`src/hdl/hfs_pkg.sv`:
```
// Package for the Hamming-windowed FFT spectrogram: payload types, controller command
// and status structs, and constant twiddle and window tables.
// Depends on nothing.
package hfs_pkg;

  localparam int LOG_N = 8;
  localparam int NPTS = 256;

  typedef struct packed {
    logic signed [15:0] sample;
    logic               first;
  } in_item_t;

  typedef struct packed {
    logic [5:0]  pair_index;
    logic [23:0] magnitude_even;
    logic [23:0] magnitude_odd;
    logic        last;
  } out_item_t;

  // Controller commands to the datapath.
  typedef struct packed {
    logic       load_rd;    // read ring entry at addr
    logic       load_wr;    // write weighted sample into bit-reversed slot
    logic       bf_rd;      // read butterfly operands
    logic       bf_mul;     // products
    logic       bf_wr;      // write butterfly results
    logic       mag_rd;     // read one bin
    logic       mag_sq;     // square components
    logic       sqrt_start; // launch square root
    logic [7:0] addr;       // sample index / bin
    logic [2:0] stage;
    logic [6:0] bfly;
  } dp_cmd_t;

  typedef struct packed {
    logic        sqrt_done;
    logic [23:0] mag;
  } dp_stat_t;

  // One 17-bit Q1.15 value per point.
  typedef logic [NPTS-1:0][16:0] q15_tbl_t;

  // Q30 cosine of 2 pi r / NPTS from a quarter-wave integer Taylor series.
  function automatic longint cos_q30(input int unsigned r);
    longint unsigned x, x2, term;
    longint sum;
    int unsigned m;
    logic neg;
    r = r % NPTS;
    neg = 1'b0;
    if (r <= NPTS / 4) m = r;
    else if (r <= NPTS / 2) begin m = NPTS / 2 - r; neg = 1'b1; end
    else if (r <= 3 * NPTS / 4) begin m = r - NPTS / 2; neg = 1'b1; end
    else m = NPTS - r;
    x = (64'd2 * 64'd3373259426 * m) / NPTS;
    x2 = (x * x) >> 30;
    term = 64'd1 << 30;
    sum = longint'(term);
    // Eight series terms; the divisors are (2n-1)(2n) for n = 1 to 8.
    term = ((term * x2) >> 30) / 64'd2;   sum = sum - longint'(term);
    term = ((term * x2) >> 30) / 64'd12;  sum = sum + longint'(term);
    term = ((term * x2) >> 30) / 64'd30;  sum = sum - longint'(term);
    term = ((term * x2) >> 30) / 64'd56;  sum = sum + longint'(term);
    term = ((term * x2) >> 30) / 64'd90;  sum = sum - longint'(term);
    term = ((term * x2) >> 30) / 64'd132; sum = sum + longint'(term);
    term = ((term * x2) >> 30) / 64'd182; sum = sum - longint'(term);
    term = ((term * x2) >> 30) / 64'd240; sum = sum + longint'(term);
    if (sum < 0) sum = 0;
    return neg ? -sum : sum;
  endfunction

  // Q30 cosine rounded to Q1.15 (magnitude half up).
  function automatic logic signed [16:0] cos_q15(input int unsigned r);
    longint c;
    c = cos_q30(r);
    if (c >= 0) return 17'((c + 16384) >>> 15);
    return 17'(-((-c + 16384) >>> 15));
  endfunction

  // Hamming coefficient in Q1.15.
  function automatic logic signed [16:0] ham_q15(input int unsigned k);
    longint c, p, h;
    c = cos_q30(k);
    p = 64'sd493921239 * c + (64'sd1 <<< 29);
    h = 64'sd579820585 - (p >>> 30);
    return 17'((h + 16384) >>> 15);
  endfunction

  function automatic q15_tbl_t cos_table(input int unsigned offset);
    q15_tbl_t t;
    for (int unsigned k = 0; k < NPTS; k++) t[k] = cos_q15(k + offset);
    return t;
  endfunction

  function automatic q15_tbl_t ham_table();
    q15_tbl_t t;
    for (int unsigned k = 0; k < NPTS; k++) t[k] = ham_q15(k);
    return t;
  endfunction

  // Constant twiddle and window tables, built at elaboration.
  localparam q15_tbl_t TW_COS = cos_table(0);
  localparam q15_tbl_t TW_SIN = cos_table(3 * NPTS / 4);
  localparam q15_tbl_t HAM_COEF = ham_table();

  function automatic logic [7:0] bitrev8(input logic [7:0] v);
    logic [7:0] r;
    for (int i = 0; i < 8; i++) r[i] = v[7 - i];
    return r;
  endfunction

  function automatic logic signed [23:0] sat24(input logic signed [41:0] v);
    if (v > 42'sd8388607) return 24'sh7FFFFF;
    if (v < -42'sd8388608) return 24'sh800000;
    return v[23:0];
  endfunction

endpackage

```
`src/hdl/hfs_ctrl.sv`:
```
// Controller: window counting, sequencing of load, FFT stages and magnitude output.
// Depends on hfs_pkg.
module hfs_ctrl
  import hfs_pkg::*;
#(
  parameter int HOP = 128
) (
  input  logic       clk,
  input  logic       rst_n,
  input  logic       in_valid,
  output logic       in_ready,
  input  in_item_t   in_data,
  output logic       out_valid,
  input  logic       out_ready,
  output out_item_t  out_data,
  output logic       ring_we,
  output logic [7:0] ring_head,
  output dp_cmd_t    cmd,
  input  dp_stat_t   stat
);

  typedef enum logic [7:0] {
    S_IDLE = 8'b00000001,
    S_LOAD = 8'b00000010,
    S_BFR  = 8'b00000100,
    S_BFM  = 8'b00001000,
    S_BFW  = 8'b00010000,
    S_MRD  = 8'b00100000,
    S_MSQ  = 8'b01000000,
    S_MSR  = 8'b10000000
  } state_t;

  localparam int HW = $clog2(HOP + 1);

  state_t      st_r, st_nxt;
  logic [8:0]  cnt_r, cnt_nxt;
  logic [HW-1:0] hop_r, hop_nxt;
  logic [7:0]  head_r, head_nxt;
  logic [8:0]  idx_r, idx_nxt;
  logic [2:0]  stage_r, stage_nxt;
  logic        odd_r, odd_nxt;
  logic [23:0] even_r, even_nxt;
  logic        ov_r, ov_nxt;
  out_item_t   od_r, od_nxt;
  logic        acc, emit;
  logic [8:0]  cnt_b;
  logic [HW-1:0] hop_b;

  assign in_ready = (st_r == S_IDLE);
  assign acc = in_valid && in_ready;
  assign ring_we = acc;
  assign ring_head = head_r;
  assign out_valid = ov_r;
  assign out_data = od_r;

  always_comb begin
    st_nxt = st_r; cnt_nxt = cnt_r; hop_nxt = hop_r; head_nxt = head_r;
    idx_nxt = idx_r; stage_nxt = stage_r; odd_nxt = odd_r; even_nxt = even_r;
    ov_nxt = ov_r; od_nxt = od_r; emit = 1'b0;
    cnt_b = in_data.first ? 9'd0 : cnt_r;
    hop_b = in_data.first ? '0 : hop_r;
    cmd = '0;
    cmd.addr = idx_r[7:0];
    cmd.stage = stage_r;
    cmd.bfly = idx_r[6:0];
    if (ov_r && out_ready) ov_nxt = 1'b0;
    case (st_r)
      S_IDLE: begin
        if (acc) begin
          head_nxt = head_r + 8'd1;
          if (cnt_b < 9'(NPTS)) begin
            cnt_nxt = cnt_b + 9'd1;
            hop_nxt = hop_b;
            if (cnt_b + 9'd1 == 9'(NPTS)) begin emit = 1'b1; hop_nxt = '0; end
          end else begin
            cnt_nxt = cnt_b;
            hop_nxt = hop_b + 1'b1;
            if (hop_b + 1'b1 >= HW'(HOP)) begin emit = 1'b1; hop_nxt = '0; end
          end
          if (emit) begin st_nxt = S_LOAD; idx_nxt = '0; end
        end
      end
      // Read one ring entry per cycle, write the weighted value in the cycle after.
      S_LOAD: begin
        cmd.load_rd = (idx_r < 9'(NPTS));
        cmd.load_wr = (idx_r != 9'd0);
        idx_nxt = idx_r + 9'd1;
        if (idx_r == 9'(NPTS)) begin
          st_nxt = S_BFR; idx_nxt = '0; stage_nxt = '0;
        end
      end
      S_BFR: begin cmd.bf_rd = 1'b1; st_nxt = S_BFM; end
      S_BFM: begin cmd.bf_mul = 1'b1; st_nxt = S_BFW; end
      S_BFW: begin
        cmd.bf_wr = 1'b1;
        st_nxt = S_BFR;
        idx_nxt = idx_r + 9'd1;
        if (idx_r == 9'(NPTS / 2 - 1)) begin
          idx_nxt = '0;
          stage_nxt = stage_r + 3'd1;
          if (stage_r == 3'(LOG_N - 1)) begin st_nxt = S_MRD; odd_nxt = 1'b0; end
        end
      end
      S_MRD: begin cmd.mag_rd = 1'b1; st_nxt = S_MSQ; end
      S_MSQ: begin cmd.mag_sq = 1'b1; st_nxt = S_MSR; end
      S_MSR: begin
        if (idx_r[0] && (ov_r && !out_ready)) begin
          // wait for the output register to free up
        end else begin
          if (!cmd.sqrt_start && stat.sqrt_done) begin
            if (!idx_r[0]) begin
              even_nxt = stat.mag;
              idx_nxt = idx_r + 9'd1;
              st_nxt = S_MRD;
            end else begin
              ov_nxt = 1'b1;
              od_nxt.pair_index = idx_r[6:1];
              od_nxt.magnitude_even = even_r;
              od_nxt.magnitude_odd = stat.mag;
              od_nxt.last = (idx_r == 9'(NPTS / 2 - 1));
              idx_nxt = idx_r + 9'd1;
              st_nxt = (idx_r == 9'(NPTS / 2 - 1)) ? S_IDLE : S_MRD;
            end
          end
        end
        cmd.sqrt_start = !odd_r;
        odd_nxt = 1'b1;
        if (st_nxt != S_MSR) odd_nxt = 1'b0;
      end
      default: st_nxt = S_IDLE;
    endcase
    if (st_r == S_MSR && odd_r == 1'b0) begin
      // first cycle of square root: do not consume stale done
      st_nxt = S_MSR; ov_nxt = (ov_r && out_ready) ? 1'b0 : ov_r; od_nxt = od_r;
      even_nxt = even_r; idx_nxt = idx_r; odd_nxt = 1'b1;
    end
  end

  always_ff @(posedge clk) begin
    if (!rst_n) begin
      st_r <= S_IDLE; cnt_r <= '0; hop_r <= '0; head_r <= '0; ov_r <= 1'b0;
      idx_r <= '0; stage_r <= '0; odd_r <= 1'b0;
    end else begin
      st_r <= st_nxt; cnt_r <= cnt_nxt; hop_r <= hop_nxt; head_r <= head_nxt;
      ov_r <= ov_nxt; idx_r <= idx_nxt; stage_r <= stage_nxt; odd_r <= odd_nxt;
    end
    even_r <= even_nxt;
    od_r <= od_nxt;
  end

endmodule

```
`config.mk`:
```
export PLATFORM = sky130hd
export DESIGN_NAME = hfs_ctrl
export DESIGN_NICKNAME = d
export VERILOG_FILES = /design/src/hdl/hfs_pkg.sv /design/src/hdl/hfs_ctrl.sv
export SDC_FILE = /design/constraint.sdc
export NUM_CORES = 1
export LEC_CHECK = 0
export BUFFER_PORTS_ARGS = -buffer_cell sky130_fd_sc_hd__buf_2
export CAP_MARGIN = 20
export CORE_MARGIN = 2
export CORE_UTILIZATION = 56
export DETAILED_ROUTE_END_ITERATION = 16
export PLACE_DENSITY = 0.84
export SETUP_SLACK_MARGIN = 0.5
export SKIP_CTS_REPAIR_TIMING = 1
export SLEW_MARGIN = 30
export SYNTH_ARGS = -nofsm -noshare
export SYNTH_HDL_FRONTEND = slang
export SYNTH_SLANG_ARGS = --single-unit
```
`constraint.sdc`:
```
create_clock -name clk -period 10.1 [get_ports clk]
set_clock_uncertainty 0.15 [all_clocks]
set_input_delay 1.01 -clock clk [delete_from_list [all_inputs] [get_ports clk]]
set_output_delay 1.01 -clock clk [all_outputs]
set_load 0.01 [all_outputs]
```
Word-level counts from Yosys, hierarchy flattened
Index checks and enable logic that the tools add are counted.
{"block": "totals", "in_bits": 46, "elab_cells": 122, "output_inout_bits": 92, "register_bits": 126}
{"block": "classes", "addsub": 5, "reduce_logical": 20, "n_mux": 51, "magnitude_cmp": 3, "bitwise": 5, "n_eq_ne": 24}
{"operator": "two-way mux 8 bit", "count": 11}
{"operator": "two-way mux 9 bit", "count": 8}
{"operator": "case mux 8 bit (8 select lines)", "count": 1}
{"operator": "case mux 9 bit (4 select lines)", "count": 1}
{"operator": "two-way mux 6 bit", "count": 4}
{"operator": "two-way mux 1 bit", "count": 21}
{"operator": "adder 9 x 1 -> 9 bit (second input constant)", "count": 2}
{"operator": "== test 9 bit (second input constant)", "count": 2}
{"operator": "less-than comparator 9 bit (second input constant)", "count": 2}
{"operator": "adder 8 x 1 -> 8 bit (second input constant)", "count": 2}
{"operator": "AND reduction 3 bit", "count": 4}
{"operator": "AND reduction 5 bit", "count": 2}
{"operator": "== test 9 x 7 -> 1 bit (second input constant)", "count": 1}
{"operator": "inequality test 3 bit (second input constant)", "count": 3}
{"operator": "nonzero test 9 bit", "count": 1}
{"operator": "== test 8 x 1 -> 1 bit (second input constant)", "count": 1}
{"operator": "== test 8 x 2 -> 1 bit (second input constant)", "count": 1}
{"operator": "== test 8 x 3 -> 1 bit (second input constant)", "count": 1}
{"operator": "== test 8 x 4 -> 1 bit (second input constant)", "count": 1}
{"operator": "== test 8 x 5 -> 1 bit (second input constant)", "count": 1}
{"operator": "== test 8 x 6 -> 1 bit (second input constant)", "count": 1}
{"operator": "== test 8 x 7 -> 1 bit (second input constant)", "count": 1}
{"operator": "== test 8 bit (second input constant)", "count": 1}
{"operator": ">= comparator 8 bit (second input constant)", "count": 1}
{"operator": "other kinds (19)", "count": 34}

Depth between registers and ports, before layout
{"block": "depth", "word_depth": 11, "depth_mapped": 12, "ltp_nobuf": 10}

Least setup slack after synthesis
Ideal clock, no wire load.
{"block": "synth_timing", "path_kind": "in2reg", "from": "input port stat[24] (netlist bit)", "to": "register od_r (netlist bit out_data[0]), enable pin", "setup_ns": 0.468, "path_buffers": 0, "path_stages": 3, "slack_ns": 5.784, "arrival_ns": 3.698, "t_required_ns": 9.482, "path_cell_list": "nand2_1 > or3_1 > nor2_1"}
{"block": "synth_via", "elab_chain_cells": 1}
{"item": "from (decl)", "line_no": "hfs_ctrl.sv:19", "text": "input dp_stat_t stat"}
{"item": "AND reduction 5 bit (no source line)"}
{"item": "to (signal assigned)", "line_no": "hfs_ctrl.sv:148", "text": "od_r <= od_nxt;"}
{"item": "to (decl)", "line_no": "hfs_ctrl.sv:44", "text": "out_item_t od_r, od_nxt;"}
No other way between the ends.
A chain may end at the register's enable or synchronous reset.

==> summary.md <==
| Metric | Value |
|---|---|
| Seq/Total Area, Yosys | `0.636` |
| EDFF count, synth | `79` |
| Final Util | `0.699` |
| Most common cell in the netlist | `edfxtp_1` |
| Worst Setup Slack, final | `6.71 ns` |
| Final instance area | `0.00640 mm²` |
| Largest fanout on the critical path | `7` |
| Initial antenna violation count | `0` |
| Port Buffers | `121` |
| Final Wtd Congestion | `0.843` |
| Dpl hpwl | `7680 µm` |
| CTS Buf Count | `17` |
| Final net count | `608` |
| Core footprint | `0.00915 mm²` |
| Largest cells by area after synthesis | `edfxtp_1 46%, dfxtp_1 18%, nand2_1 2.8%, nor2_1 2.7%, buf_4 2.2%` |
| Status | `complete, no violations` |
| Fmax achieved | `0.295 GHz` |
| Worst Path Required | `8.94 ns` |
| Synth Area in Adders | `0.0192` |
| H-Tree Depth | `4` |
| Netlist Area Pre-Place | `0.00521 mm²` |
| Max cap viols | `0` |
| CP cell instances | `or4_1, nor4b_1, buf_2` |
| Vias in the first global route | `3526` |
| Ys flop type | `edfxtp_1` |
| Worst Hold Class | `register to register` |
| RSZ-0062 raised after global routing | `false` |
| Mean routed wirelength per cell | `16.2 µm` |
| 1st-pass router iterations | `4` |
| Chip width | `100 µm` |
| Slowest CP cell | `or4_1` |
| Largest family of logic cells by synthesized area | `simple AND/OR/NAND/NOR gates` |
| Pwr/cell area | `183 mW/mm²` |
| Final setup violating endpoints | `0` |
| Insertion delay to the later sink of the worst-skew pair | `0.51 ns` |
| Number of synthesis warnings | `0` |
| Top-area cell type share of the netlist area | `0.455` |
| ANT nets after route | `0` |
| Fin Setup TNS | `0 ns` |
| Total grt overflow | `0` |
| Relative slew slack | `0.514` |
| Root buf cell | `clkbuf_8` |
| Largest net degree at the start of global routing | `55` |
| DRC violations left | `0` |
| Starting Density | `0.569` |
| Num rows | `35` |
| Simple-gate area share of the yosys netlist | `0.175` |
| Commonest cells in the netlist | `79 x edfxtp_1, 47 x dfxtp_1, 39 x nand2_1` |
| Xor/xnor share of the synthesized area | `0.0185` |
| CTS tree | `done` |
| Asr flop ratio synth | `0` |
| Slew @ Worst Pin | `0.726 ns` |
| Placed cell area | `0.00582 mm²` |
| Global-route wire length before repair | `17000 µm` |
| Drt initial violations | `172` |
| Slew Viols, Final | `0` |
| Vias | `3854` |
| GRT Total Usage | `0.217` |
| Clk buf depth | `2` |
| Fin crit period | `3.39 ns` |
| Clk sinks | `126` |
| CP startpoint kind | `register` |
| Antenna cells | `0` |
| Pre-CTS WS | `6.31 ns` |
| Max incr delay on CP | `0.61 ns` |
| Fillers | `603` |
| Area Overhead vs Synth | `22.8%` |
| Synthesized flop and latch total | `126` |
| Crit path kind | `register to output pin` |
| Reg clk slew, reported paths | `0.06 ns` |
| Post-synthesis compound-gate area fraction | `0.107` |
| Vias per inst | `5.68` |
| Drt total wl | `11000 µm` |
| Full die area | `0.0101 mm²` |
| Final hold vios | `0` |
| Leakage | `2.47 nW` |
| Yosys top cell by area | `edfxtp_1` |
| Worst setup EP type | `output pin` |
| Die H | `100 µm` |
| Fraction of layout cells with a size suffix above 1 | `0.310` |
| Synth Instances | `439` |
| Post-synthesis mux area share | `0.00384` |
| Syn nets | `493` |
| Top Ports | `138` |
| Distinct cells, synth | `60` |
| Mean Syn Cell Area | `11.9 µm²` |
| Overall power | `1.17 mW` |
| Crit share post-route | `0.336` |
| Worst Path Arrival | `2.23 ns` |
| Maximum vdd drop | `0.110 mV` |
cell families (layout without fill, tap and decap cells):
| group | count (synthesis) | after routing |
|---|---|---|
| AND/OR/NAND/NOR | 172 | 172 |
| flip-flops | 126 | 126 |
| AO/OA/AOI/OAI | 82 | 82 |
| buffers and inverters | 38 | 166 |
| XOR/XNOR | 11 | 11 |
| adder cells (fa/ha/maj) | 8 | 8 |
| multiplexers | 2 | 2 |
critical path: cells and delay by family, from the launching register on:
kind	cells	cell delay, ns
flops	1	0.36
buf+inv	1	0.24
simple gates	2	1.13
per-stage QoR:
| stage | std cells | hold slack (ns) |
|---|---|---|
| detailed placement | 646 | 0.256 |
| finish | 678 | 0.266 |
| global placement | 646 | 0.250 |
| floorplan | 439 | 0.250 |
| CTS | 678 | 0.267 |
| global route | 678 | 0.277 |
state kept, by name, summed over array words and instances (netlist names):
name,flops
cnt_r,9
even_r,24
hop_r,8
idx_r,9
odd_r,1
out_data,55
out_valid,1
ring_head,8
st_r,8
stage_r,3
layer usage:
metal	track usage	wire (µm)	part of all wire	vias up
li1	-	-	-	1857
met1	0.269	4680	0.43	1849
met2	0.372	5600	0.51	141
met3	0.0460	604	0.055	7
met4	0.0832	106	0.0097	0
met5	0	0	0	-
cells in the final DEF (no fill, tap or decap), types with 5 or more instances in the layout:
cell and n:
a21oi_1 20, a31oi_1 6, and3_1 6, buf_2 121, clkbuf_16 16, dfxtp_1 47, edfxtp_1 79, ha_1 8
inv_1 8, inv_6 6, nand2_1 39, nand2b_1 9, nand3_1 18, nor2_1 37, nor2b_1 12, nor3_1 6
nor4_1 8, o21ai_0 22, xnor2_1 5, xor2_1 6
layout make-up:
class,instances,area [µm²],area share
Inverter,10,37.5,0.00587
Multi-Input combinational cell,275,1700,0.266
Sequential cell,126,3310,0.518
Clock buffer,17,414,0.0647
Clock inverter,15,166,0.0260
Tap cell,111,139,0.0217
Timing Repair Buffer,124,628,0.0982
path summary, 6_finish.rpt:
| path | endpoint | slack, ns | startpoint | depth (start not counted) |
|---|---|---|---|---|
| setup / recovery | cmd[20] | 6.71 | st_r[4]$_SDFFE_PP0P_ | 3 |
| hold / removal | out_data[47]$_DFFE_PP_ | 0.27 | even_r[22]$_DFFE_PP_ | 0 |
| setup reg to reg | idx_r[8]$_SDFFE_PN0P_ | 7.12 | cnt_r[0]$_SDFFE_PN0P_ | 10 |
| hold reg to reg | out_data[47]$_DFFE_PP_ | 0.27 | even_r[22]$_DFFE_PP_ | 0 |
report_power, final:
group | leakage (nW) | internal [mW] | switching (mW) | total (mW)
logic | 1.08 | 0.0119 | 0.0223 | 0.0342
registers | 1.10 | 0.546 | 0.00239 | 0.548
clock network | 0.277 | 0.339 | 0.250 | 0.589
No activity file was read; power rests on OpenSTA's default activity.
